## config.mk

```make
export PLATFORM = sky130hd
export DESIGN_NAME = potc_cross
export DESIGN_NICKNAME = d
export VERILOG_FILES = /design/src/design/potc_pkg.sv /design/src/design/potc_cross.sv
export SDC_FILE = /design/constraint.sdc
export NUM_CORES = 2
export LEC_CHECK = 0
export ABC_AREA = 0
export BUFFER_PORTS_ARGS = -buffer_cell sky130_fd_sc_hd__buf_2
export CORE_UTILIZATION = 60
export CTS_CLUSTER_DIAMETER = 150
export DETAILED_ROUTE_END_ITERATION = 12
export PLACE_DENSITY = 0.78
export RECOVER_POWER = 50
export SKIP_LAST_GASP = 1
export SYNTH_ARGS = -nofsm -noshare
export SYNTH_HDL_FRONTEND = slang
export SYNTH_SLANG_ARGS = --single-unit
```

## constraint.sdc

```tcl
create_clock -name clk_i -period 25.2 [get_ports clk_i]
set_input_delay 3.78 -clock clk_i [delete_from_list [all_inputs] [get_ports clk_i]]
set_output_delay 3.78 -clock clk_i [all_outputs]
set_load 0.1 [all_outputs]
```

## src/design/potc_pkg.sv

```systemverilog
`timescale 1ns / 1ps
package potc_pkg;

  localparam int unsigned MAX_VERTICES = 1024;
  localparam int unsigned COORD_W      = 24;
  localparam int unsigned DIFF_W       = COORD_W + 1;
  localparam int unsigned PROD_W       = 2 * DIFF_W;
  localparam int unsigned CROSS_W      = PROD_W + 1;
  // Vertex counter saturates at MAX_VERTICES + 1.
  localparam int unsigned CNT_W        = $clog2(MAX_VERTICES + 2);
  // Balance lies within +/- MAX_VERTICES.
  localparam int unsigned BAL_W        = $clog2(MAX_VERTICES + 1) + 1;
  localparam int unsigned NUM_LANES    = 3;
  localparam int unsigned IN_DATA_W    = ((2 * COORD_W + 7) / 8) * 8;
  localparam int unsigned OUT_DATA_W   = 8;

  typedef logic signed [COORD_W-1:0] coord_t;
  typedef logic signed [1:0]         sign_t;

  localparam sign_t SIGN_NEG  = 2'sb11;
  localparam sign_t SIGN_ZERO = 2'sb00;
  localparam sign_t SIGN_POS  = 2'sb01;

  typedef enum logic [1:0] {
    ORIENT_DEGEN    = 2'd0,
    ORIENT_CW       = 2'd1,
    ORIENT_CCW      = 2'd2,
    ORIENT_OVERFLOW = 2'd3
  } orient_e;

  typedef struct packed {
    coord_t x;
    coord_t y;
  } point_t;

  // Three consecutive vertices i, j, k.
  typedef struct packed {
    point_t pi;
    point_t pj;
    point_t pk;
  } triple_t;

  typedef struct packed {
    logic last;
    logic ovf;
    logic short_poly;
  } ctl_t;

endpackage

```

## src/design/potc_cross.sv

```systemverilog
`timescale 1ns / 1ps
module potc_cross (
  input  logic              clk_i,
  input  logic              en_i,
  input  potc_pkg::triple_t trip_i,
  output potc_pkg::sign_t   sign_o
);
  import potc_pkg::*;

  logic signed [DIFF_W-1:0]  ex1, ey1, ex2, ey2;
  logic signed [PROD_W-1:0]  pa_q, pb_q;
  logic signed [CROSS_W-1:0] z;

  always_comb begin
    ex1 = $signed({trip_i.pj.x[COORD_W-1], trip_i.pj.x})
        - $signed({trip_i.pi.x[COORD_W-1], trip_i.pi.x});
    ey1 = $signed({trip_i.pj.y[COORD_W-1], trip_i.pj.y})
        - $signed({trip_i.pi.y[COORD_W-1], trip_i.pi.y});
    ex2 = $signed({trip_i.pk.x[COORD_W-1], trip_i.pk.x})
        - $signed({trip_i.pj.x[COORD_W-1], trip_i.pj.x});
    ey2 = $signed({trip_i.pk.y[COORD_W-1], trip_i.pk.y})
        - $signed({trip_i.pj.y[COORD_W-1], trip_i.pj.y});
  end

  always_ff @(posedge clk_i) begin
    if (en_i) begin
      pa_q <= ex1 * ey2;
      pb_q <= ey1 * ex2;
    end
  end

  always_comb begin
    z = $signed({pa_q[PROD_W-1], pa_q}) - $signed({pb_q[PROD_W-1], pb_q});
    if (z[CROSS_W-1]) begin
      sign_o = SIGN_NEG;
    end else if (z == '0) begin
      sign_o = SIGN_ZERO;
    end else begin
      sign_o = SIGN_POS;
    end
  end

endmodule

```

; After elaboration in Yosys (flattened, before gate mapping)
; Cells that the tools add are included.
[word_totals]
ff_bits = 100
in_bits = 146
output_inout_bits = 2
word_cells = 12
[classes]
n_addsub = 5
multipliers = 2
n_mux = 2
n_reduce_logical = 1
[op_table]
columns = op, count
row1 = multiplier 25 x 25 -> 50 bit, 2
row2 = subtractor 24 x 24 -> 25 bit, 4
row3 = logical NOT 51 bit, 1
row4 = subtractor 50 x 50 -> 51 bit, 1
row5 = two-way mux 2 bit, 1
row6 = two-way mux 1 bit, 1

; Longest topological paths before layout
[depth]
ltp_word = 4
mapped_depth = 42
mapped_depth_nobuf = 41

; Worst setup path after synthesis
; OpenSTA, ideal clock, no wires.
[synth_timing]
path_kind = input-to-reg
startpoint = input trip_i[72] (netlist name)
endpoint = register pa_q[46] (data pin)
setup_time_ns = 0.265
arrival_ns = 13.368
required_time_ns = 24.935
path_slack_ns = 11.567
stages = 39
n_path_buf = 0
cell_sequence = inv_1 -> ha_1 -> inv_1 -> fa_1 -> a211oi_1 -> nor2_1 -> o41a_1 -> a211o_1 -> a21o_1 -> a21oi_2 -> o21ai_1 -> or2_2 -> a21oi_1 -> xor2_1 -> nor2_1 -> fa_1 -> fa_1 -> fa_1 -> [3 not listed] -> fa_1 -> inv_1 -> fa_1 -> inv_1 -> fa_1 -> ha_1 -> o21ai_0 -> nor2_1 -> a2111oi_1 -> a2111oi_0 -> o21ai_1 -> a31oi_1 -> o41ai_1 -> nand2_1 -> a31o_1 -> a21o_1 -> and4_1 -> or3_1
[synth_between]
elab_chain_cells = 2
[synth_rtl]
columns = item, line
row1 = start: declaration, potc_cross.sv:5  ; input potc_pkg::triple_t trip_i,
row2 = subtractor 24 x 24 -> 25 bit, potc_cross.sv:16  ; - $signed({trip_i.pi.x[COORD_W-1], trip_i.pi.x});
row3 = multiplier 25 x 25 -> 50 bit, potc_cross.sv:27  ; pa_q <= ex1 * ey2;
row4 = end signal: assignment, potc_cross.sv:27
row5 = end: declaration, potc_cross.sv:11  ; logic signed [PROD_W-1:0] pa_q, pb_q;
; Every way passes these cells.
; A chain may end at the register's enable or synchronous reset.

; Final worst setup path
; Same ends and word-level chain as after synthesis.

==> impl_metrics.yaml <==
yosys:
  syn_area_um2: 55200
  synth_warnings: 0
  synth_top_flop_cell: "edfxtp_1"
  yosys_register_bits: 100
  synth_edf_count: 100
  ys_async_sr_fraction: 0
  synthMuxAreaShare: 0.00166
  synth-simple-area-share: 0.137
  syn_nets: 8092
  synthXorXnorAreaFrac: 0.0398
  synth_seq_area_share: 0.0544
  netlist_instances: 6197
  synth-compound-area-share: 0.0771
  synthAdderAreaFrac: 0.576
  synth_top_family_by_area: "adder cells"
  ys_types: 83
  avgSynthCellArea_um2: 8.90
sta:
  period_minus_slack_ns: 14.67
  setup_ws_ns: 10.53
  min_period_over_period: 0.582
  finalHoldViolCount: 0
  tightest_slew_ns: 2.86
  tns_ns: 0
  rsz0062_at_grt: "no"
  maxSlewHeadroom: -0.906
  finalSetupViolCount: 0
  fmax_mhz: 68.2
  slew_viol_final: 129
drt:
  drc_errors: 0
  vias_per_cell: 5.89
  detail_route.iter0.violations: 3880
  vias: 44032
  wl_per_cell_um: 22.6
  antenna_left: 0
  first_pass_iters: 6
  drt-total-wl_mm: 169
clocking:
  cts-buffers-inserted: 9
  cts_sinks: 100
  cts_tree: "yes"
  cts_hold_buf: 0
  clk_pin_slew_worst_paths_ns: 0.08
  htreeDepth: 3
  cts_resized: 0
  postCtsSetupBuffers: 0
  clock-root-buffer: "clkbuf_16"
  clk_path_buf_depth: 2
worst_hold_path:
  min_path_cells: 4
  hold_path_class: "input pin to register"
  min_from: "trip_i[96]"
  hold-path-endpoint: "pb_q[0]"
placed_design:
  dp_hpwl_mm: 140
  port_buffers: 147
  gp_congestion: 1.02
  dp_worst_setup_slack_ns: 10.24
setup_path:
  cpMostUsedCell: "fa_1"
  cp.required_ns: 25.33
  start_kind: "input pin"
  arrival_ns: 14.80
  cp_slowest_cell: "a2111oi_1"
  startpoint: "trip_i[72]"
  cp-end-kind: "register"
  cp_slowest_stage_delay_ns: 0.74
  cp_max_fo: 9
  critPathKind: "input pin to register"
floorplanning:
  die_w_um: 305
  row_count: 110
  design.die.area_um2: 93200
  core_area_um2: 90600
  initial_core_util: 0.609
  ios: 148
  die_h_um: 305
global_routing:
  grt_max_degree: 53
  grt_pass1_vias: 47605
  gr-usage-all-layers: 0.377
  grt_pass1_wl_mm: 265
  antenna_found_initial: 9
  globalRouteOverflowTotal: 0
finish:
  num-nets-final: 8190
  drive_above_1_share: 0.0584
  syn_to_final_growth_pct: 5.74
outcome:
  outcome: "complete, but fails checks"
  failed_checks: "max-capacitance violations, max-slew violations"
flow_run:
  drv_cap: 3
[state kept, by name, summed over array words and instances, names as in the netlist]
name  flops
pb_q     50
pa_q     50
[synthesized netlist by cell type (70+ instances only)]
master,instances,share of area
nand2_1,848,0.058
edfxtp_1,100,0.054
ha_1,428,0.097
clkbuf_1,184,0.013
o21ai_0,108,0.0098
a21oi_1,160,0.015
xor2_1,79,0.013
nor2_1,553,0.038
fa_1,1321,0.48
a21o_1,101,0.014
inv_1,1473,0.10
xnor2_1,172,0.027
nand2b_1,70,0.0079
[kinds of logic (layout without fill, tap and decap cells)]
kind of cell             Yosys count  count (layout)
multiplexers                       9               9
other                              0               4
AO/OA/AOI/OAI                    643             643
buffers and inverters           1669            1772
adder cells (fa/ha/maj)         1749            1749
flip-flops                       100             100
AND/OR/NAND/NOR                 1776            1776
XOR/XNOR                         251             251
[per-layer routing]
layer / part of all wire / up-vias / wire length [um] / global-route usage
met5: 0.00044 / - / 74 / 0
met4: 0.064 / 12 / 10900 / 0.197
met3: 0.13 / 607 / 21900 / 0.117
met2: 0.44 / 2529 / 74100 / 0.577
met1: 0.37 / 22047 / 62200 / 0.483
li1: - / 18837 / - / -
[per-stage QoR]
stage               area [um2]  utilization  hold WS (ns)  cells
global route             58300        0.644          4.25   7476
floorplan                55200            -          3.89   6197
finish                   58300        0.644          4.25   7480
CTS                      58300        0.644          3.95   7476
detailed placement       58100        0.641          4.36   7460
global placement         58100        0.641          4.34   7460
[worst max-delay path by stage]
stage / to / slack, ns
2_1_floorplan: pa_q[46] / 11.57
6_report: pa_q[46] / 10.53
3_3_place_gp: pa_q[46] / 10.46
3_5_place_dp: pa_q[46] / 10.24
4_1_cts: pa_q[46] / 10.64
5_1_grt: pa_q[46] / 9.94
[layout make-up]
cell class	instances	area (um2)
inverters	1475	5540
fillers	7552	32200
diodes	4	10.0
multi-input cells	4428	46300
flip-flops and latches	100	3000
clock inverters	7	63.8
repair buffers	281	1730
well taps	1176	1470
clock buffers	9	225
[layout by cell type (no fill, tap or decap), types with 70 or more instances in the layout]
master and n:
inv_1 1473, fa_1 1321, nand2_1 848, nor2_1 553, ha_1 428, a21oi_1 155, xnor2_1 149, buf_2 146
buf_4 131, o21ai_0 108, a21o_1 101, edfxtp_1 100, xor2_1 71, nand2b_1 70
[worst max-delay path: cells and delay by family]
family,cells,cell delay (ns)
adders and majority gates,10,4.50
AOI/OAI and AO/OA,15,4.34
and+or+nand+nor,7,1.27
buffers and inverters,8,0.71
xor gates and xnor gates,1,0.17
Power is left out: the tool's default activity adds up to more than one toggle a clock period on the data nets, which glitch-free logic cannot reach.
