### config.mk
export PLATFORM = sky130hd
export DESIGN_NAME = potc_track
export DESIGN_NICKNAME = d
export VERILOG_FILES = /design/src/design/potc_pkg.sv /design/src/design/potc_track.sv
export SDC_FILE = /design/constraint.sdc
export NUM_CORES = 1
export LEC_CHECK = 0
export ABC_AREA = 1
export BUFFER_PORTS_ARGS = -buffer_cell sky130_fd_sc_hd__buf_2
export CORE_ASPECT_RATIO = 1.1
export CORE_MARGIN = 4
export CORE_UTILIZATION = 45
export DETAILED_ROUTE_END_ITERATION = 16
export HOLD_SLACK_MARGIN = 0.03
export MAX_ROUTING_LAYER = met4
export PLACE_DENSITY_LB_ADDON = 0.3
export RECOVER_POWER = 100
export SLEW_MARGIN = 20
export SYNTH_ARGS = -nofsm -noshare
export SYNTH_HDL_FRONTEND = slang
export SYNTH_SLANG_ARGS = --single-unit
### constraint.sdc
create_clock -name clk_i -period 9.4 [get_ports clk_i]
set_input_delay 1.88 -clock clk_i [delete_from_list [all_inputs] [get_ports clk_i]]
set_output_delay 1.88 -clock clk_i [all_outputs]
set_load 0.005 [all_outputs]
### src/design/potc_pkg.sv
`timescale 1ns / 1ps
package potc_pkg;

  localparam int unsigned MAX_VERTICES = 1024;
  localparam int unsigned COORD_W      = 24;
  localparam int unsigned DIFF_W       = COORD_W + 1;
  localparam int unsigned PROD_W       = 2 * DIFF_W;
  localparam int unsigned CROSS_W      = PROD_W + 1;
  // Vertex counter saturates at MAX_VERTICES + 1.
  localparam int unsigned CNT_W        = $clog2(MAX_VERTICES + 2);
  // Balance lies within +/- MAX_VERTICES.
  localparam int unsigned BAL_W        = $clog2(MAX_VERTICES + 1) + 1;
  localparam int unsigned NUM_LANES    = 3;
  localparam int unsigned IN_DATA_W    = ((2 * COORD_W + 7) / 8) * 8;
  localparam int unsigned OUT_DATA_W   = 8;

  typedef logic signed [COORD_W-1:0] coord_t;
  typedef logic signed [1:0]         sign_t;

  localparam sign_t SIGN_NEG  = 2'sb11;
  localparam sign_t SIGN_ZERO = 2'sb00;
  localparam sign_t SIGN_POS  = 2'sb01;

  typedef enum logic [1:0] {
    ORIENT_DEGEN    = 2'd0,
    ORIENT_CW       = 2'd1,
    ORIENT_CCW      = 2'd2,
    ORIENT_OVERFLOW = 2'd3
  } orient_e;

  typedef struct packed {
    coord_t x;
    coord_t y;
  } point_t;

  // Three consecutive vertices i, j, k.
  typedef struct packed {
    point_t pi;
    point_t pj;
    point_t pk;
  } triple_t;

  typedef struct packed {
    logic last;
    logic ovf;
    logic short_poly;
  } ctl_t;

endpackage

### src/design/potc_track.sv
`timescale 1ns / 1ps
module potc_track (
  input  logic                                         clk_i,
  input  logic                                         rst_ni,
  input  logic                                         acc_i,
  input  logic                                         en_i,
  input  potc_pkg::point_t                             vtx_i,
  input  logic                                         last_i,
  output logic                                         valid_o,
  output potc_pkg::triple_t [potc_pkg::NUM_LANES-1:0] lane_o,
  output logic [potc_pkg::NUM_LANES-1:0]               lane_v_o,
  output potc_pkg::ctl_t                               ctl_o
);
  import potc_pkg::*;

  localparam logic [CNT_W-1:0] CNT_MAX = CNT_W'(MAX_VERTICES);

  logic [CNT_W-1:0] cnt_q, cnt_d, cnt_inc;
  point_t first_q, second_q, older_q, newer_q;
  logic turn_ok, wrap_ok, is_ovf, is_short;

  logic                          valid_q;
  triple_t [NUM_LANES-1:0]       lane_q;
  logic [NUM_LANES-1:0]          lane_v_q;
  ctl_t                          ctl_q;

  always_comb begin
    cnt_inc  = (cnt_q <= CNT_MAX) ? cnt_q + CNT_W'(1) : cnt_q;
    is_ovf   = cnt_inc > CNT_MAX;
    is_short = cnt_inc < CNT_W'(3);
    turn_ok  = (cnt_q >= CNT_W'(2)) && (cnt_q <= CNT_MAX - CNT_W'(1));
    wrap_ok  = last_i && !is_ovf && !is_short;
    cnt_d    = last_i ? '0 : cnt_inc;
  end

  always_ff @(posedge clk_i or negedge rst_ni) begin
    if (!rst_ni) begin
      cnt_q <= '0;
    end else if (acc_i) begin
      cnt_q <= cnt_d;
    end
  end

  // Vertex history; only read once the count says it was written.
  always_ff @(posedge clk_i) begin
    if (acc_i) begin
      if (cnt_q == '0) begin
        first_q <= vtx_i;
      end
      if (cnt_q == CNT_W'(1)) begin
        second_q <= vtx_i;
      end
      older_q <= newer_q;
      newer_q <= vtx_i;
    end
  end

  always_ff @(posedge clk_i or negedge rst_ni) begin
    if (!rst_ni) begin
      valid_q <= 1'b0;
    end else if (en_i) begin
      valid_q <= acc_i;
    end
  end

  always_ff @(posedge clk_i) begin
    if (en_i && acc_i) begin
      lane_q[0]      <= '{pi: older_q, pj: newer_q, pk: vtx_i};
      lane_q[1]      <= '{pi: newer_q, pj: vtx_i, pk: first_q};
      lane_q[2]      <= '{pi: vtx_i, pj: first_q, pk: second_q};
      lane_v_q       <= {wrap_ok, wrap_ok, turn_ok};
      ctl_q.last       <= last_i;
      ctl_q.ovf        <= last_i && is_ovf;
      ctl_q.short_poly <= last_i && is_short;
    end
  end

  assign valid_o  = valid_q;
  assign lane_o   = lane_q;
  assign lane_v_o = lane_v_q;
  assign ctl_o    = ctl_q;

  a_cnt_range: assert property (@(posedge clk_i) disable iff (!rst_ni)
    cnt_q <= CNT_MAX + CNT_W'(1))
    else $error("vertex count beyond saturation");

  a_wrap_last: assert property (@(posedge clk_i) disable iff (!rst_ni)
    (valid_q && lane_v_q[1]) |-> (ctl_q.last && lane_v_q[2]))
    else $error("wrap-around turns without final vertex");

endmodule

== Word-level counts from Yosys, hierarchy flattened ==
Cells that the tools add are included.
Storage, ports and cells
  flip-flop bits (word level): 449
  input port bits: 53
  output and inout bits: 439
  logic and storage cells: 44
Cells by class
  add/subtract/negate cells: 1
  order comparisons: 5
  equality and inequality tests: 1
  multiplexer cells: 2
  reduce and logical (&&, ||, !) cells: 11
Operators by type and width (count)
  11-bit 2-to-1 mux: 2
  11-bit by 1-bit adder with 11-bit output (second input constant): 1
  11-bit by 1-bit == test with 1-bit output (second input constant): 1
  11-bit by 2-bit >= comparator with 1-bit output (second input constant): 1
  11-bit > comparator (second input constant): 1
  11-bit by 10-bit <= comparator with 1-bit output (second input constant): 1
  11-bit <= comparator (second input constant): 1
  11-bit logical NOT: 1
  11-bit by 2-bit less-than comparator with 1-bit output (second input constant): 1
  1-bit logical AND: 6
  2-bit AND reduction: 2
  1-bit logical NOT: 2

== Longest topological paths before layout ==
Gate-level depths: netlist (run 1).
  word-level depth: 6
  gate-level depth with buffers: 14
  gate-level depth less buffers: 14

== Worst setup path before layout (run 1) ==
Ideal clock, no wire load.
  path kind: input -> register
  start point: input port acc_i
  end point: register second_q[0] (netlist bit), enable pin
  setup time: 0.590 ns
  arrival time: 6.895 ns
  data required time: 8.810 ns
  setup slack: 1.915 ns
  stages: 2
  path buffers: 0
  cell sequence: nand2_1 nor4b_1
Between the ends
  word-level cells in the longest chain between the ends: 1
RTL lines
  start, declared: RTL line potc_track.sv:5  | input logic acc_i,
  2-bit AND reduction (no source line)
  end signal, assigned: RTL line potc_track.sv:51  | second_q <= vtx_i;
  end, declared: RTL line potc_track.sv:19  | point_t first_q, second_q, older_q, newer_q;
No other way between the ends.
A chain may end at the register's enable or synchronous reset.

==> results of run 1 <==
[placed cells by master, fill, tap and decap left out, types with 8 or more instances in the layout]
cell type	Yosys	final
buf_2	2	202
clkbuf_1	2	300
clkbuf_16	0	46
clkinv_1	0	8
dfrtp_1	12	12
edfxtp_1	437	437
inv_1	21	20
nand2_1	46	46
nand2_2	8	8
nand3_1	20	20
nor2_1	13	14
o22ai_1	11	11
[cell type report]
class                   count  share of cell area
flip-flops and latches    449               0.738
well taps                 438              0.0302
repair buffers            498               0.118
clock inverters            20             0.00833
diodes                      1            0.000138
multi-input cells         122              0.0345
inverters                  25             0.00558
clock buffers              55              0.0652
[kinds of logic after synthesis]
group,share of synthesized area
AND/OR/NAND/NOR,0.0297
buffers and inverters,0.101
XOR/XNOR,0.00168
AO/OA/AOI/OAI,0.00720
flip-flops,0.859
adder cells (fa/ha/maj),0.00240
[per-layer routing]
layer / global-route usage / vias to the layer above
li1: - / 3415
met1: 0.192 / 3630
met2: 0.271 / 314
met3: 0.0334 / 48
met4: 0.0411 / 0
met5: - / -
[sequential cells by signal, indices dropped and copies added (netlist names)]
name,cells
older_q,48
lane_v_o,2
ctl_o,3
second_q,48
newer_q,48
valid_o,1
lane_o,240
first_q,48
cnt_q,11
[critical path, stage by stage]
cell and delay [ns]:
clkbuf_1 1.22, clkbuf_1 1.61, nand2_1 0.76, o22ai_1 0.31
[metrics by stage]
step                total power [mW]  hold WS (ns)  cells   util
finish                          4.23         0.412   1608  0.530
global route                    4.40         0.415   1608  0.530
CTS                             4.30         0.409   1607  0.542
detailed placement              2.69         0.405   1532  0.503
global placement                2.68         0.400   1532  0.503
floorplan                       2.58         0.400    794      -
[report_power, final]
| part | total [mW] | internal, mW | leakage, nW | switching, mW |
|---|---|---|---|---|
| combinational | 0.214 | 0.0656 | 1.58 | 0.148 |
| clock | 1.61 | 0.923 | 0.651 | 0.684 |
| sequential | 2.41 | 2.36 | 4.30 | 0.0505 |
| total | 4.23 | 3.35 | 6.53 | 0.883 |
[path summary, 6_finish.rpt]
kind                              from            to  slack (ns)  cells after the start
min reg2reg                first_q[27]   lane_o[363]        0.41                      0
max                              acc_i      cnt_q[0]        4.01                      4
max in group asynchronous       rst_ni      cnt_q[5]        7.50                      1
max reg2reg                   cnt_q[6]  second_q[15]        6.40                      6
min in group asynchronous       rst_ni     cnt_q[10]        1.41                      1
min                        first_q[27]   lane_o[363]        0.41                      0
==> qor.yml, run 1 <==
max_freq_mhz: 186
rows: 71
postCtsHoldBufs: 0
nNetsFinal: 1196
dieArea_sq_um: 37800
synthTopCellsByArea: "edfxtp_1 (84%), buf_4 (9.3%), dfrtp_1 (1.9%), nand2_1 (1.1%), nand3_1 (0.64%)"
synthTopCellsByCount: "edfxtp_1 (437), buf_4 (193), nand2_1 (46), inv_1 (21), nand3_1 (20)"
die-width_microns: 186
cts_root_buffer: "clkbuf_16"
cp-start-kind: "input port"
wl_met2_microns: 16500
tightest_slew_ns: 2.95
critPathArrivalTime_ns: 5.80
cts_made_buffers: 44
drv_cap: 7
hold_class: "reg2reg"
yosysTopAreaCell: "edfxtp_1"
avgSynthCellArea_sq_um: 19.7
dp_slack_ns: 5.15
crit_required_ns: 9.81
fp.dieH_microns: 203
antenna_found_initial: 1
grt_util_all_layers: 0.158
place.gp.congestion: 0.814
path_max_fanout: 38
rsz0062_at_grt: "false"
final_layout_size_suffix_gt1_frac: 0.240
synth_warnings: 0
synth_edf_count: 437
routed_wirelength_microns: 31100
worst_slack_ns: 4.01
synth_top_area_frac: 0.839
setup-tns-final_ns: 0
overflow: 0
area_growth_pct: 16.3
port_buffers: 491
register_area_sq_um: 13400
initial_core_util: 0.456
path_class: "in2reg"
io_pins: 492
setup_viol: 0
yosysMostFrequentCell: "edfxtp_1"
mappedNetlistArea_sq_um: 15600
drt-met1-wl_microns: 11900
syn_nets: 850
finalCriticalPeriod_ns: 5.39
drt_first_pass_iters: 4
leakage_nw: 6.53
synthFlopType: "edfxtp_1"
num_vias: 7407
dp_hpwl_microns: 21400
report.final.slew_viol_count: 215
post-route-drc-count: 0
status: "finished with violations"
placed_area_sq_um: 17200
fin_crit_sh: 0.573
synth_cells: 794
first_global_vias: 7008
ys_seq_elements: 449
finClkSkew_ns: 0.00941
drtAntennaViolNets: 0
yosysSeqAreaShare: 0.859
synth_cell_types: 27
core_sq_um: 34300
vias_per_cell: 4.61
grt_pass1_wl_microns: 43700
clock_sinks: 449
met3_length_microns: 2140
grt_max_degree: 158
async_reset_ff_frac: 0.0267
clock_latency_ns: 0.53
hold_viol_final: 0
routed.top_layer: "met4"
cts_setup_buffers: 0
slew_headroom: -0.964
drt_iter0_markers: 467
fin_area_sq_um: 18200
wire_per_inst_microns: 19.4
post_cts_resized: 0
htree_levels: 2
endpoint_kind: "flop"
cts_tree: "built"
p_per_area_nw_per_um2: 233
multiInputGateArea_sq_um: 627
clock_path_buffers: 3
max-vdd-ir-drop_mv: 0.127
violations: "max-capacitance violations, max-slew violations"
nFillCells: 2868
clkTransAtPathRegs_ns: 0.06
Note: power is estimated with default switching activity, not from simulation.
==> inputs of run 2 (changes only) <==
clock period = 5.1 ns   (was 9.4 ns; I/O delays follow)
==> qor.yml, run 2 (synthesized netlist as in run 1, its figures left out) <==
status: "finished with violations"
violations: "max-capacitance violations, max-slew violations"
critPathArrivalTime_ns: 3.69  # -2.11 ns
worstHoldStart: "older_q[18]"
max_freq_mhz: 277
area_growth_pct: 16.4
drt_iter0_markers: 492  # +5.4%
die-width_microns: 186  # unchanged
final_cell_mix: "edfxtp_1 (437), clkbuf_1 (284), buf_2 (215), nand2_1 (45), clkbuf_16 (43)"
cp-start-kind: "input port"
cts_tree: "built"
fp.dieH_microns: 203  # unchanged
drv_cap: 6  # -1
max-vdd-ir-drop_mv: 0.276  # +120%
htree_levels: 2  # unchanged
nNetsFinal: 1198  # +0.17%
dp_hpwl_microns: 21800  # +1.9%
path_class: "in2reg"
clock_path_buffers: 3  # unchanged
place.gp.congestion: 0.780  # -4.2%
cts_made_buffers: 43  # -2.3%
overflow: 0  # unchanged
dieArea_sq_um: 37800  # unchanged
port_buffers: 491  # unchanged
drtAntennaViolNets: 0  # unchanged
min_path_cells: 0  # unchanged
p_per_area_nw_per_um2: 428  # +84%
final_layout_size_suffix_gt1_frac: 0.256  # +0.0167
clock_sinks: 449  # unchanged
grt_pass1_wl_microns: 43500  # -0.28%
r2r_start: "cnt_q[10]"
setup_viol: 0  # unchanged
clkTransAtPathRegs_ns: 0.06  # about the same
rrSetupSlack_ns: 2.02  # -4.38 ns
setup-tns-final_ns: 0  # unchanged
fin_crit_sh: 0.708
io_pins: 492  # unchanged
clock_latency_ns: 0.53  # about the same
drt_first_pass_iters: 4  # unchanged
post_cts_resized: 0  # unchanged
hold_class: "reg2reg"
reg2reg_to: "second_q[27]"
postCtsHoldBufs: 0  # unchanged
report.final.slew_viol_count: 224  # +4.2%
endpoint_kind: "flop"
vias_per_cell: 4.55  # -1.3%
cts_root_buffer: "clkbuf_16"
finClkSkew_ns: 0.0236  # +0.0142 ns
wire_per_inst_microns: 19.4  # +0.13%
rows: 71  # unchanged
grt_max_degree: 92  # -42%
post-route-drc-count: 0  # unchanged
finalCriticalPeriod_ns: 3.61
cts_setup_buffers: 0  # unchanged
leakage_nw: 6.57  # +0.56%
reg2reg_depth: 4  # -2
antenna_found_initial: 2  # +1
hold_end: "lane_o[114]"
routed_wirelength_microns: 31200  # +0.32%
crit_required_ns: 5.18  # -4.63 ns
final_common_cell: "edfxtp_1"
hold_viol_final: 0  # unchanged
whs_ns: 0.409  # -0.00350 ns
path_max_fanout: 91  # +140%
first_global_vias: 7063  # +0.78%
initial_core_util: 0.456  # unchanged
slew_headroom: -0.531  # +0.432
largest_reg_flops: 240  # unchanged
tightest_slew_ns: 2.30  # -0.649 ns
core_sq_um: 34300  # unchanged
num_vias: 7327  # -1.1%
rsz0062_at_grt: "false"
grt_util_all_layers: 0.159  # +0.000793
## run 2: cell types whose count changed in the layout (fill, tap and decap cells not counted), sizes merged
cell / before / now
buf: 207 / 224
clkbuf: 346 / 329
clkinv: 16 / 13
clkinvlp: 1 / 4
bufinv: 1 / 3
diode: 1 / 2
## run 2: metal layers
metal / wire, microns / share of wire / track usage / up-vias
met5: 0 / 0 / - / -
met4: 560 / 0.018 / 0.0398 / 0
met3: 2270 / 0.073 / 0.0350 / 37
met2: 17000 / 0.54 / 0.285 / 296
met1: 11400 / 0.37 / 0.181 / 3575
li1: - / - / - / 3419
## run 2: power breakdown
part / internal, mW / switching (mW) / leakage [nW]
Sequential: 4.35 / 0.0957 / 4.30
Clock: 1.71 / 1.24 / 0.635
Combinational: 0.124 / 0.271 / 1.64
Total: 6.18 / 1.61 / 6.57
## run 2: worst max path at each step
stage,from,endpoint,cells after the start
finish,acc_i,lane_o[141],4
global route,acc_i,lane_o[404],4
CTS,acc_i,lane_o[414],6
detailed placement,acc_i,lane_o[308],6
global placement,acc_i,lane_o[109],5
floorplan,en_i,ctl_o[0],2
## run 2: final cells by class
| class | instances | area [sq um] |
|---|---|---|
| antenna | 2 | 5.00 |
| clock buffer | 52 | 1110 |
| clock inverter | 22 | 203 |
| fill | 2866 | 16100 |
| inverter | 25 | 95.1 |
| multi-input combinational | 122 | 643 |
| sequential | 449 | 13400 |
| tap | 438 | 548 |
| timing repair buffer | 501 | 2180 |
## run 2: worst max-delay path: stages
cell and delay, ns:
clkbuf_1 0.37, nand2_8 0.06, clkinvlp_2 0.44, clkbuf_2 1.71
## run 2: per-stage QoR
| stage | setup WS (ns) | power, mW | utilization | instance area, sq um | std cells |
|---|---|---|---|---|---|
| floorplan | -0.0105 | 4.75 | - | 15700 | 794 |
| global placement | 1.58 | 4.95 | 0.504 | 17300 | 1534 |
| detailed placement | 1.61 | 4.96 | 0.504 | 17300 | 1535 |
| CTS | 2.15 | 7.93 | 0.543 | 18600 | 1609 |
| global route | 1.25 | 8.12 | 0.531 | 18200 | 1611 |
| finish | 1.49 | 7.79 | 0.531 | 18200 | 1611 |
