[config.mk]
export PLATFORM = sky130hd
export DESIGN_NAME = potc_tally
export DESIGN_NICKNAME = d
export VERILOG_FILES = /design/src/design/potc_pkg.sv /design/src/design/potc_tally.sv
export SDC_FILE = /design/constraint.sdc
export NUM_CORES = 1
export LEC_CHECK = 0
export ABC_AREA = 1
export BUFFER_PORTS_ARGS = -buffer_cell sky130_fd_sc_hd__buf_4
export CORE_AREA = 2 2 62 64
export CTS_BUF_LIST = sky130_fd_sc_hd__clkbuf_8
export CTS_CLUSTER_DIAMETER = 80
export DETAILED_ROUTE_END_ITERATION = 16
export DIE_AREA = 0 0 64 66
export GPL_TIMING_DRIVEN = 0
export PLACE_DENSITY = 0.81
export SLEW_MARGIN = 0
export SYNTH_ARGS = -nofsm -noshare
export SYNTH_HDL_FRONTEND = slang
export SYNTH_SLANG_ARGS = --single-unit
[constraint.sdc]
create_clock -name clk_i -period 5.17 [get_ports clk_i]
set_input_delay 0 -clock clk_i [delete_from_list [all_inputs] [get_ports clk_i]]
set_output_delay 0 -clock clk_i [all_outputs]
set_load 0.005 [all_outputs]
[src/design/potc_pkg.sv]
`timescale 1ns / 1ps
package potc_pkg;

  localparam int unsigned MAX_VERTICES = 1024;
  localparam int unsigned COORD_W      = 24;
  localparam int unsigned DIFF_W       = COORD_W + 1;
  localparam int unsigned PROD_W       = 2 * DIFF_W;
  localparam int unsigned CROSS_W      = PROD_W + 1;
  // Vertex counter saturates at MAX_VERTICES + 1.
  localparam int unsigned CNT_W        = $clog2(MAX_VERTICES + 2);
  // Balance lies within +/- MAX_VERTICES.
  localparam int unsigned BAL_W        = $clog2(MAX_VERTICES + 1) + 1;
  localparam int unsigned NUM_LANES    = 3;
  localparam int unsigned IN_DATA_W    = ((2 * COORD_W + 7) / 8) * 8;
  localparam int unsigned OUT_DATA_W   = 8;

  typedef logic signed [COORD_W-1:0] coord_t;
  typedef logic signed [1:0]         sign_t;

  localparam sign_t SIGN_NEG  = 2'sb11;
  localparam sign_t SIGN_ZERO = 2'sb00;
  localparam sign_t SIGN_POS  = 2'sb01;

  typedef enum logic [1:0] {
    ORIENT_DEGEN    = 2'd0,
    ORIENT_CW       = 2'd1,
    ORIENT_CCW      = 2'd2,
    ORIENT_OVERFLOW = 2'd3
  } orient_e;

  typedef struct packed {
    coord_t x;
    coord_t y;
  } point_t;

  // Three consecutive vertices i, j, k.
  typedef struct packed {
    point_t pi;
    point_t pj;
    point_t pk;
  } triple_t;

  typedef struct packed {
    logic last;
    logic ovf;
    logic short_poly;
  } ctl_t;

endpackage

[src/design/potc_tally.sv]
`timescale 1ns / 1ps
module potc_tally (
  input  logic                                      clk_i,
  input  logic                                      rst_ni,
  input  logic                                      valid_i,
  input  potc_pkg::ctl_t                            ctl_i,
  input  logic [potc_pkg::NUM_LANES-1:0]            lane_v_i,
  input  potc_pkg::sign_t [potc_pkg::NUM_LANES-1:0] sign_i,
  input  logic                                      out_ready_i,
  output logic                                      en_o,
  output logic                                      out_valid_o,
  output potc_pkg::orient_e                         orient_o
);
  import potc_pkg::*;

  localparam logic signed [BAL_W-1:0] BAL_LIM  = BAL_W'(MAX_VERTICES);
  localparam logic signed [BAL_W-1:0] BAL_ZERO = '0;

  logic                      v2_q;
  ctl_t                      ctl2_q;
  logic [NUM_LANES-1:0]      lane_v2_q;
  logic signed [BAL_W-1:0]   bal_q, bal_d, delta;
  logic                      adv, fire;
  logic                      out_v_q;
  orient_e                   out_q, code;

  assign adv  = !out_v_q || out_ready_i;
  assign en_o = !v2_q || adv;
  assign fire = v2_q && adv;

  always_comb begin
    delta = '0;
    for (int k = 0; k < NUM_LANES; k++) begin
      if (lane_v2_q[k]) begin
        delta = delta + BAL_W'(sign_i[k]);
      end
    end
    bal_d = bal_q + delta;
    priority if (ctl2_q.ovf) begin
      code = ORIENT_OVERFLOW;
    end else if (ctl2_q.short_poly) begin
      code = ORIENT_DEGEN;
    end else if (bal_d > BAL_ZERO) begin
      code = ORIENT_CCW;
    end else if (bal_d < BAL_ZERO) begin
      code = ORIENT_CW;
    end else begin
      code = ORIENT_DEGEN;
    end
  end

  always_ff @(posedge clk_i or negedge rst_ni) begin
    if (!rst_ni) begin
      v2_q    <= 1'b0;
      bal_q   <= '0;
      out_v_q <= 1'b0;
    end else begin
      if (en_o) begin
        v2_q <= valid_i;
      end
      if (fire) begin
        bal_q <= ctl2_q.last ? '0 : bal_d;
      end
      if (adv) begin
        out_v_q <= fire && ctl2_q.last;
      end
    end
  end

  always_ff @(posedge clk_i) begin
    if (en_o) begin
      ctl2_q    <= ctl_i;
      lane_v2_q <= lane_v_i;
    end
    if (adv) begin
      out_q <= code;
    end
  end

  assign out_valid_o = out_v_q;
  assign orient_o    = out_q;

  a_bal_range: assert property (@(posedge clk_i) disable iff (!rst_ni)
    (bal_q <= BAL_LIM) && (bal_q >= -BAL_LIM))
    else $error("turn balance out of range");

  a_flag_excl: assert property (@(posedge clk_i) disable iff (!rst_ni)
    v2_q |-> !(ctl2_q.ovf && ctl2_q.short_poly))
    else $error("overflow and short polygon both flagged");

  a_ovf_out: assert property (@(posedge clk_i) disable iff (!rst_ni)
    (fire && ctl2_q.last && ctl2_q.ovf) |=> (out_v_q && out_q == ORIENT_OVERFLOW))
    else $error("overflow polygon not reported");

  a_bal_clear: assert property (@(posedge clk_i) disable iff (!rst_ni)
    (fire && ctl2_q.last) |=> (bal_q == '0))
    else $error("balance not cleared after polygon");

endmodule

# Word-level counts from Yosys, hierarchy flattened
# Cells that the tools add are included.
# word_totals
register_bits	22
inputBits	16
out_inout_bits	4
wordCells	26
# op_classes
add_sub_neg	3
n_lt_le_gt_ge	2
muxes	7
n_reduce_logical	6
# ops
operator	n
$mux 12	4
$add 12x2->12	2
$add 12x12->12	1
$gt 12x1->1 const B	1
$lt 12x1->1 const B	1
$mux 2	2
$logic_and 1x1->1	2
$logic_not 1->1	2
$logic_or 1x1->1	2
$mux 1	1

# Depth between registers and ports, before layout
# Gate-level depths: netlist (run 1).
# depth
ltp_word	10
ltp_mapped	32
ltp_nobuf	31

# Worst setup path before layout (run 1)
# Ideal clock, no wire load.
# synth_path
path_type	register to register
from	register lane_v2_q[0]
to	register out_q[1], in the netlist orient_o[1], data pin
setup_time_ps	253
arrival_ps	3949
required_time_ps	4917
slack_ps	968
path_stages_with_launch	31
path_buffers	1
synth_period_minus_slack_ps	4202
path_cell_list	edfxtp_1 nand2_1 inv_1 ha_1 inv_1 fa_1 inv_1 fa_1 inv_1 fa_1 nand2_1 nand2_1 inv_1 ha_1 buf_4 a21oi_1 inv_1 a31oi_1 xor2_1 o21ai_0 ha_1 nand2_1 inv_1 a21oi_1 nand3_1 nand2_1 nand3_1 nor2_1 nand2_1 nand3_1 nand2_1
# synth_between
elab_chain_cells	9
# synth_lines
element	line	rtl
start, declared	potc_tally.sv:21	logic [NUM_LANES-1:0] lane_v2_q;
start signal, assigned	potc_tally.sv:73	lane_v2_q <= lane_v_i;
$mux 12 (*)	potc_tally.sv:34	if (lane_v2_q[k]) begin
$add 12x2->12	potc_tally.sv:35	delta = delta + BAL_W'(sign_i[k]);
$mux 12 (*)	potc_tally.sv:34	
$add 12x2->12	potc_tally.sv:35	
$mux 12 (*)	potc_tally.sv:34	
$add 12x12->12 (*)	potc_tally.sv:38	bal_d = bal_q + delta;
$gt 12x1->1 (*)	potc_tally.sv:43	end else if (bal_d > BAL_ZERO) begin
$mux 2 (*)	potc_tally.sv:43	
$mux 2 (*)	potc_tally.sv:41	end else if (ctl2_q.short_poly) begin
end signal, assigned	potc_tally.sv:76	out_q <= code;
end, declared	potc_tally.sv:25	orient_e out_q, code;
# Mark *: on every way between the ends. The rest lies on a longest branch, timed or not.
# A chain may end at the register's enable or synchronous reset.

# Worst setup path in the final report (run 1)
# Ends and elaborated chain as after synthesis.

==> results of run 1 <==
## routing by layer
metal  track usage  part of all wire  vias to the layer above
li1              -                 -                     1049
met1         0.311              0.45                      888
met2         0.449              0.48                       57
met3        0.0443             0.056                        8
met4        0.0516             0.013                        0
met5             0                 0                        -
## logic make-up (layout without fill, tap and decap cells)
family,after synthesis,count (layout),synth area share
xor+xnor,3,3,0.0122
flops,22,22,0.274
fa+ha+maj,25,25,0.169
compound gates,46,46,0.124
buf+inv,67,99,0.125
simple gates,147,147,0.295
## layout by cell type (no fill, tap or decap), types with 7 or more instances in the layout
| cell type | count |
|---|---|
| a21oi_1 | 19 |
| buf_4 | 21 |
| dfrtp_1 | 14 |
| dlygate4sd3_1 | 8 |
| edfxtp_1 | 8 |
| fa_1 | 7 |
| ha_1 | 18 |
| inv_1 | 61 |
| nand2_1 | 89 |
| nand2_2 | 8 |
| nand3_1 | 23 |
| nor2_1 | 16 |
| o21ai_0 | 14 |
## power by group
group | switching (W) | total, W | internal (W) | leakage (nW)
clock | 0.0000609 | 0.000164 | 0.000104 | 0.0357
sequential | 0.0000370 | 0.000273 | 0.000236 | 0.261
combinational | 0.000442 | 0.000722 | 0.000281 | 1.10
total | 0.000540 | 0.00116 | 0.000620 | 1.40
## worst max-delay path: cells and delay by family, from the launching register on
family	cells	cell delay, ns
simple gates	12	1.12
xor+xnor	1	0.15
fa+ha+maj	6	1.72
flops	1	0.38
compound gates	3	0.45
buf+inv	7	0.59
## how the worst max path moves through the flow
stage | start | end | slack [ns] | depth (start not counted)
2_1_floorplan | lane_v2_q[0] | orient_o[1] | 0.97 | 30
3_3_place_gp | lane_v2_q[0] | orient_o[1] | 0.61 | 29
6_report | lane_v2_q[0] | orient_o[1] | 0.52 | 29
4_1_cts | lane_v2_q[0] | orient_o[1] | 0.48 | 29
3_5_place_dp | lane_v2_q[0] | orient_o[1] | 0.52 | 29
5_1_grt | lane_v2_q[0] | orient_o[1] | 0.003 | 30
## what timing repair did
| item | in CTS | in global routing |
|---|---|---|
| hold buffers | 8 | 0 |
| buffers inserted | 0 | 1 |
| endpoints found under the hold margin | 21 | 0 |
| setup endpoints to repair | 0 | 1 |
## final cells by class
class | instances | area, um2 | area share
Clock buffer | 3 | 41.3 | 0.0164
Multi-Input combinational cell | 221 | 1290 | 0.514
Timing Repair Buffer | 28 | 230 | 0.0915
Clock inverter | 1 | 30.0 | 0.0119
Inverter | 63 | 236 | 0.0939
Buffer | 4 | 33.8 | 0.0134
Sequential cell | 22 | 591 | 0.235
Tap cell | 48 | 60.1 | 0.0239
## through the flow
stage / cell area (um2) / setup WS [ns] / std cells / hold slack [ns] / utilization
2_1_floorplan: 2160 / 0.968 / 310 / -0.296 / -
3_3_place_gp: 2360 / 0.606 / 377 / -0.139 / 0.664
3_5_place_dp: 2360 / 0.524 / 377 / -0.135 / 0.664
4_1_cts: 2510 / 0.484 / 389 / 0.0688 / 0.707
5_1_grt: 2520 / 0.00253 / 390 / 0.0898 / 0.709
6_report: 2520 / 0.521 / 390 / 0.0602 / 0.709
## flip-flops by register name, summed over array words and instances (netlist names)
| name | count |
|---|---|
| ctl2_q | 3 |
| lane_v2_q | 3 |
| out_valid_o | 1 |
| v2_q | 1 |
| orient_o | 2 |
| bal_q | 12 |
==> impl_metrics.tcl, run 1 <==
set metrics [dict create \
    finalSetupViolations 0 \
    vias_per_cell 5.13 \
    worstHoldPathCells 4 \
    ys_types 30 \
    outcome "complete, no violations" \
    grtUsageTotal 0.249 \
    io_pins 20 \
    ys_seq_elements 22 \
    post_cts_resized 0 \
    synth_ff_type "dfrtp_1" \
    synth_area_leaders "dfrtp_1 16%, nand2_1 15%, edfxtp_1 11%" \
    routedWlPerCell_um 12.4 \
    worstHoldStart "out_ready_i" \
    cts_max_level 1 \
    numCtsBuffers 3 \
    path_max_fanout 8 \
    cts_tree "built" \
    yosysTopAreaCellShare 0.163 \
    slew_headroom 0.684 \
    max_cap_viol_count 0 \
    critical_path_class "reg -> reg" \
    peakVddDrop_mv 0.307 \
    antenna_found_initial 0 \
    r2r-end "orient_o[1]" \
    start_util 0.607 \
    dieArea_um2 4220 \
    post-dp-hpwl_um 3740 \
    clock-root-buffer "clkbuf_8" \
    rows 22 \
    critPathSlowestCell "fa_1" \
    synthMostInstantiatedCell "nand2_1" \
    reg2regPathDepth 29 \
    required_ns 5.19 \
    cp-start-kind "flip-flop" \
    dr.pass1.iters 4 \
    die_w_um 64 \
    finalCritPeriodShare 0.899 \
    synth-edff-count 8 \
    r2r-start "lane_v2_q[0]" \
    grt_pass1_vias 1935 \
    clkLatencyLatePin_ns 0.27 \
    min_period_ns 4.65 \
    drive_gt1_frac 0.126 \
    syn_nets 351 \
    die-height_um 66 \
    p_leak_nw 1.40 \
    cp.arrival_ns 4.67 \
    syn_avg_cell_area_um2 6.95 \
    tns_ns 0 \
    hold_viol_final 0 \
    whs_endpoint "out_valid_o" \
    ys_warn_count 0 \
    synth_commonest_cells "89 x nand2_1, 61 x inv_1, 23 x nand3_1" \
    drc_errors 0 \
    rsz0062_at_grt "no" \
    r2r_slack_ns 0.52 \
    slew_violations 0 \
    antenna_cells 0 \
    synth_top_area_cell "dfrtp_1" \
    gp_congestion 0.906 \
    core_um2 3550 \
    grt_pass1_wl_um 8250 \
    port_buffers 19 \
    finalPower_w 0.00116 \
    clockBufferDepth 2 \
    grt_max_degree 15 \
    power_density_nw_per_um2 461 \
    synthToLayoutAreaGrowth_pct 16.8 \
    syn_inst 310 \
    ant_nets 0 \
    via_count 2002 \
    final_nets 384 \
    n_fill_cell 284 \
    hold_path_class "in -> reg" \
    cts_sinks 22 \
    yosysSeqAreaShare 0.274 \
    tightest_slew_ns 0.474 \
    drt_iter0_markers 118 \
    slowest_delay_ns 0.42 \
    clk_pin_slew_ns 0.09 \
    fmax_ghz 0.215 \
    routed_wl_um 4830 \
    grt_overflow 0 \
    finalClockSkew_ns 0.0109 \
    async_flop_share 0.636 \
    cp-end-kind "flip-flop" \
    synth_area_um2 2160 \
]
Power figures use the tool's default switching activity.
==> run 2, diff against run 1 <==
--- a/config.mk
+++ b/config.mk
@@ -14,6 +14,7 @@
 export DIE_AREA = 0 0 64 66
 export GPL_TIMING_DRIVEN = 0
 export PLACE_DENSITY = 0.81
+export RECOVER_POWER = 50
 export SLEW_MARGIN = 0
 export SYNTH_ARGS = -nofsm -noshare
 export SYNTH_HDL_FRONTEND = slang
==> impl_metrics.tcl, run 2 (same netlist as run 1, synthesis figures left out) <==
set metrics [dict create \
    via_count 2006 \
    slew_violations 0 \
    slew_headroom 0.447 \
    antenna_cells 0 \
    outcome "complete, no violations" \
    start_util 0.607 \
    peakVddDrop_mv 0.306 \
    r2r-end "orient_o[1]" \
    layout_commonest_cell "nand2_1" \
    fmax_ghz 0.215 \
    finalCritPeriodShare 0.899 \
    final_nets 384 \
    setup.worst_path.end "orient_o[1]" \
    dr.pass1.iters 4 \
    grt_max_degree 15 \
    max_cap_viol_count 0 \
    drt_iter0_markers 118 \
    critPathSlowestCell "fa_1" \
    io_pins 20 \
    tightest_slew_ns 0.830 \
    clkLatencyLatePin_ns 0.27 \
    grtUsageTotal 0.249 \
    final_cell_mix "89 x nand2_1, 61 x inv_1, 23 x nand3_1" \
    numCtsBuffers 3 \
    grt_pass1_vias 1935 \
    cp-start-kind "flip-flop" \
    startpoint "lane_v2_q[0]" \
    cp-end-kind "flip-flop" \
    r2r_slack_ns 0.52 \
    grt_pass1_wl_um 8250 \
    reg2regPathDepth 29 \
    finalSetupViolations 0 \
    gp_congestion 0.906 \
    synthToLayoutAreaGrowth_pct 16.6 \
    n_fill_cell 284 \
    rsz0062_at_grt "no" \
    critical_path_class "reg -> reg" \
    clock-root-buffer "clkbuf_8" \
    die_w_um 64 \
    routed_wl_um 4830 \
    required_ns 5.19 \
    antenna_found_initial 0 \
    finalPower_w 0.00116 \
    drive_gt1_frac 0.123 \
    p_leak_nw 1.40 \
    power_density_nw_per_um2 461 \
    slowest_delay_ns 0.42 \
    min_period_ns 4.65 \
    cts_max_level 1 \
    rows 22 \
    routedWlPerCell_um 12.4 \
    path_depth 29 \
    drc_errors 0 \
    largest_register_ffs 12 \
    cp.arrival_ns 4.67 \
    top_register "bal_q" \
    dieArea_um2 4220 \
    finalClockSkew_ns 0.0108 \
    ant_nets 0 \
    hold_path_class "in -> reg" \
    grt_overflow 0 \
    tns_ns 0 \
    vias_per_cell 5.14 \
    path_max_fanout 8 \
    cp_num_buf_inv 7 \
    hold_viol_final 0 \
    top_regs "bal_q x12, ctl2_q x3, lane_v2_q x3" \
    cts_tree "built" \
    r2r-start "lane_v2_q[0]" \
    post-dp-hpwl_um 3740 \
    port_buffers 19 \
    die-height_um 66 \
    core_um2 3550 \
    crit_family "adder cells" \
    cts_sinks 22 \
    clk_pin_slew_ns 0.09 \
    clockBufferDepth 2 \
]
-- run 2: cell count changes in the layout (fill, tap and decap cells not counted) --
cell | previous run | this run
clkbuf_4 | 0 | 8
buf_4 | 21 | 12
clkbuf_1 | 1 | 2
-- run 2: final cells by class --
cell class	instances	area [um2]	area share
well taps	48	60.1	0.0239
clock buffers	3	41.3	0.0164
repair buffers	28	226	0.0901
flip-flops and latches	22	591	0.235
plain buffers	4	33.8	0.0134
clock inverters	1	30.0	0.0119
inverters	63	236	0.0941
multi-input cells	221	1290	0.515
-- run 2: metal layers --
metal  vias up  part of all wire  track usage
met2        61              0.48        0.449
li1       1049                 -            -
met1       888              0.45        0.311
met3         8             0.058       0.0443
met5         -                 0            0
met4         0             0.013       0.0516
-- run 2: how the worst min path moves through the flow --
| stage | start | to | slack, ns | cells past startpoint |
|---|---|---|---|---|
| finish | out_ready_i | out_valid_o | 0.06 | 4 |
| global route | out_ready_i | out_valid_o | 0.09 | 4 |
| CTS | out_ready_i | out_valid_o | 0.07 | 4 |
| detailed placement | rst_ni | bal_q[8] | -0.14 | 1 |
| global placement | rst_ni | bal_q[8] | -0.14 | 1 |
| floorplan | rst_ni | bal_q[0] | -0.30 | 0 |
-- run 2: repair_timing --
action                                 4_1_cts  5_1_grt
hold buffers                                 8        0
setup endpoints to repair                    0        1
buffers inserted                             0        1
endpoints found under the hold margin       21        0
resized for setup                            0        0
-- run 2: report_power, final --
group | leakage (nW) | internal [W] | total (W) | switching (W)
combinational | 1.10 | 0.000280 | 0.000721 | 0.000442
clock | 0.0357 | 0.000104 | 0.000165 | 0.0000610
sequential | 0.261 | 0.000236 | 0.000272 | 0.0000368
-- run 2: tightest hold or removal path, delay by kind of cell --
family        cells  cell delay [ns]
buf+inv           2             0.12
simple gates      2             0.18
-- run 2: metrics by stage --
step	hold slack [ns]	worst slack, ns	cell area, um2	std cells	util
floorplan	-0.296	0.968	2160	310	-
global placement	-0.139	0.606	2360	377	0.664
detailed placement	-0.135	0.524	2360	377	0.664
CTS	0.0688	0.484	2510	389	0.707
global route	0.0898	0.00253	2510	390	0.708
finish	0.0573	0.521	2510	390	0.708
==> run 3, diff against run 2 <==
--- a/config.mk
+++ b/config.mk
@@ -13,7 +13,7 @@
 export DETAILED_ROUTE_END_ITERATION = 16
 export DIE_AREA = 0 0 64 66
 export GPL_TIMING_DRIVEN = 0
-export PLACE_DENSITY = 0.81
+export PLACE_DENSITY_LB_ADDON = 0.25
 export RECOVER_POWER = 50
 export SLEW_MARGIN = 0
 export SYNTH_ARGS = -nofsm -noshare
==> impl_metrics.tcl, run 3 (same netlist as run 1, synthesis figures left out) <==
set metrics [dict create \
    numCtsBuffers 3 \
    grtUsageTotal 0.252 \
    antenna_cells 0 \
    power_density_nw_per_um2 443 \
    hold_viol_final 0 \
    fmax_ghz 0.214 \
    gp_congestion 0.943 \
    worstHoldStart "out_ready_i" \
    cts_sinks 22 \
    final_nets 383 \
    die-height_um 66 \
    clk_pin_slew_ns 0.08 \
    port_buffers 19 \
    routed_wl_um 4830 \
    setup_ws_ns 0.503 \
    dpl-instance-area_um2 2360 \
    post-route-util 0.698 \
    cp.arrival_ns 4.69 \
    clock-root-buffer "clkbuf_8" \
    peakVddDrop_mv 0.339 \
    n_fill_cell 308 \
    drive_gt1_frac 0.117 \
    dpl_worst_slack_ns 0.547 \
    final_cell_mix "89 x nand2_1, 62 x inv_1, 23 x nand3_1" \
    synthToLayoutAreaGrowth_pct 15.0 \
    design_area_um2 2480 \
    dr.pass1.iters 5 \
    layout_commonest_cell "nand2_1" \
    slew_violations 0 \
    path_max_fanout 8 \
    grt_overflow 0 \
    finalCritPeriodShare 0.903 \
    post_cts_resized 0 \
    outcome "complete, no violations" \
    post-dp-hpwl_um 3910 \
    finalClockSkew_ns 0.00546 \
    top_register "bal_q" \
    required_ns 5.20 \
    p_leak_nw 1.38 \
    tightest_slew_ns 0.755 \
    hold_path_class "in -> reg" \
    startpoint "lane_v2_q[0]" \
    routedWlPerCell_um 12.4 \
    clockBufferDepth 2 \
    grt_max_degree 15 \
    drt_iter0_markers 188 \
    core_um2 3550 \
    cts_max_level 1 \
    tns_ns 0 \
    max_cap_viol_count 0 \
    hold_slack_ns 0.0715 \
    cp-end-kind "flip-flop" \
    worstHoldPathCells 4 \
    start_util 0.607 \
    rsz0062_at_grt "no" \
    ant_nets 0 \
    cp-start-kind "flip-flop" \
    seq_area_um2 591 \
    slew_headroom 0.497 \
    critical_path_class "reg -> reg" \
    grt_pass1_wl_um 8230 \
    critPathSlowestCell "edfxtp_1" \
    io_pins 20 \
    reg2regPathDepth 30 \
    min_period_ns 4.67 \
    clkLatencyLatePin_ns 0.26 \
    multi_input_area_um2 1290 \
    r2r-start "lane_v2_q[0]" \
    dieArea_um2 4220 \
    finalSetupViolations 0 \
    slowest_delay_ns 0.41 \
    grt_pass1_vias 1827 \
    via_count 2060 \
    largest_register_ffs 12 \
    die_w_um 64 \
    drc_errors 0 \
    vias_per_cell 5.30 \
    antenna_found_initial 0 \
    rows 22 \
    top_regs "bal_q x12, ctl2_q x3, lane_v2_q x3" \
    cts_tree "built" \
]
## run 3: stage by stage
step                      total power (W)  std cells
final                             0.00110        389
after CTS                         0.00110        389
after floorplan                  0.000819        310
after global routing              0.00122        389
after global placement           0.000963        377
after detailed placement         0.000980        377
## run 3: layout make-up
type / count / area share
Sequential cell: 22 / 0.238
Clock inverter: 1 / 0.00151
Buffer: 4 / 0.0136
Multi-Input combinational cell: 221 / 0.522
Inverter: 63 / 0.0954
Tap cell: 48 / 0.0242
Timing Repair Buffer: 27 / 0.0883
Clock buffer: 3 / 0.0166
## run 3: layer usage
| layer | routed length (um) | global-route usage | share of wire | vias up |
|---|---|---|---|---|
| met5 | 0 | 0 | 0 | - |
| met4 | 54 | 0.0707 | 0.011 | 0 |
| met3 | 197 | 0.0307 | 0.041 | 6 |
| met2 | 2470 | 0.431 | 0.51 | 65 |
| met1 | 2110 | 0.338 | 0.44 | 943 |
| li1 | - | - | - | 1046 |
## run 3: final timing paths
check                         endpoint  slack, ns
max in group asynchronous  out_valid_o       4.39
min in group asynchronous     bal_q[4]       0.31
hold / removal             out_valid_o       0.07
hold reg to reg            orient_o[0]       0.52
setup / recovery           orient_o[1]       0.50
setup reg to reg           orient_o[1]       0.50
## run 3: critical path, delay by kind of cell, from the launching register on
family / cells / cell delay (ns)
XOR/XNOR: 1 / 0.15
buffers and inverters: 8 / 0.63
flip-flops: 1 / 0.41
adder cells (fa/ha/maj): 6 / 1.69
AND/OR/NAND/NOR: 11 / 0.89
AO/OA/AOI/OAI: 4 / 0.66
## run 3: power by group
part           switching, W  total (W)  leakage (nW)  internal (W)
Clock             0.0000541   0.000107        0.0269     0.0000530
Combinational      0.000445   0.000719          1.09      0.000274
Sequential        0.0000375   0.000273         0.261      0.000236
Total              0.000537    0.00110          1.38      0.000563
## run 3: what timing repair did
item / in CTS / in global routing
setup buffers: 0 / 0
hold buffers: 8 / 0
hold endpoints to repair: 21 / 0
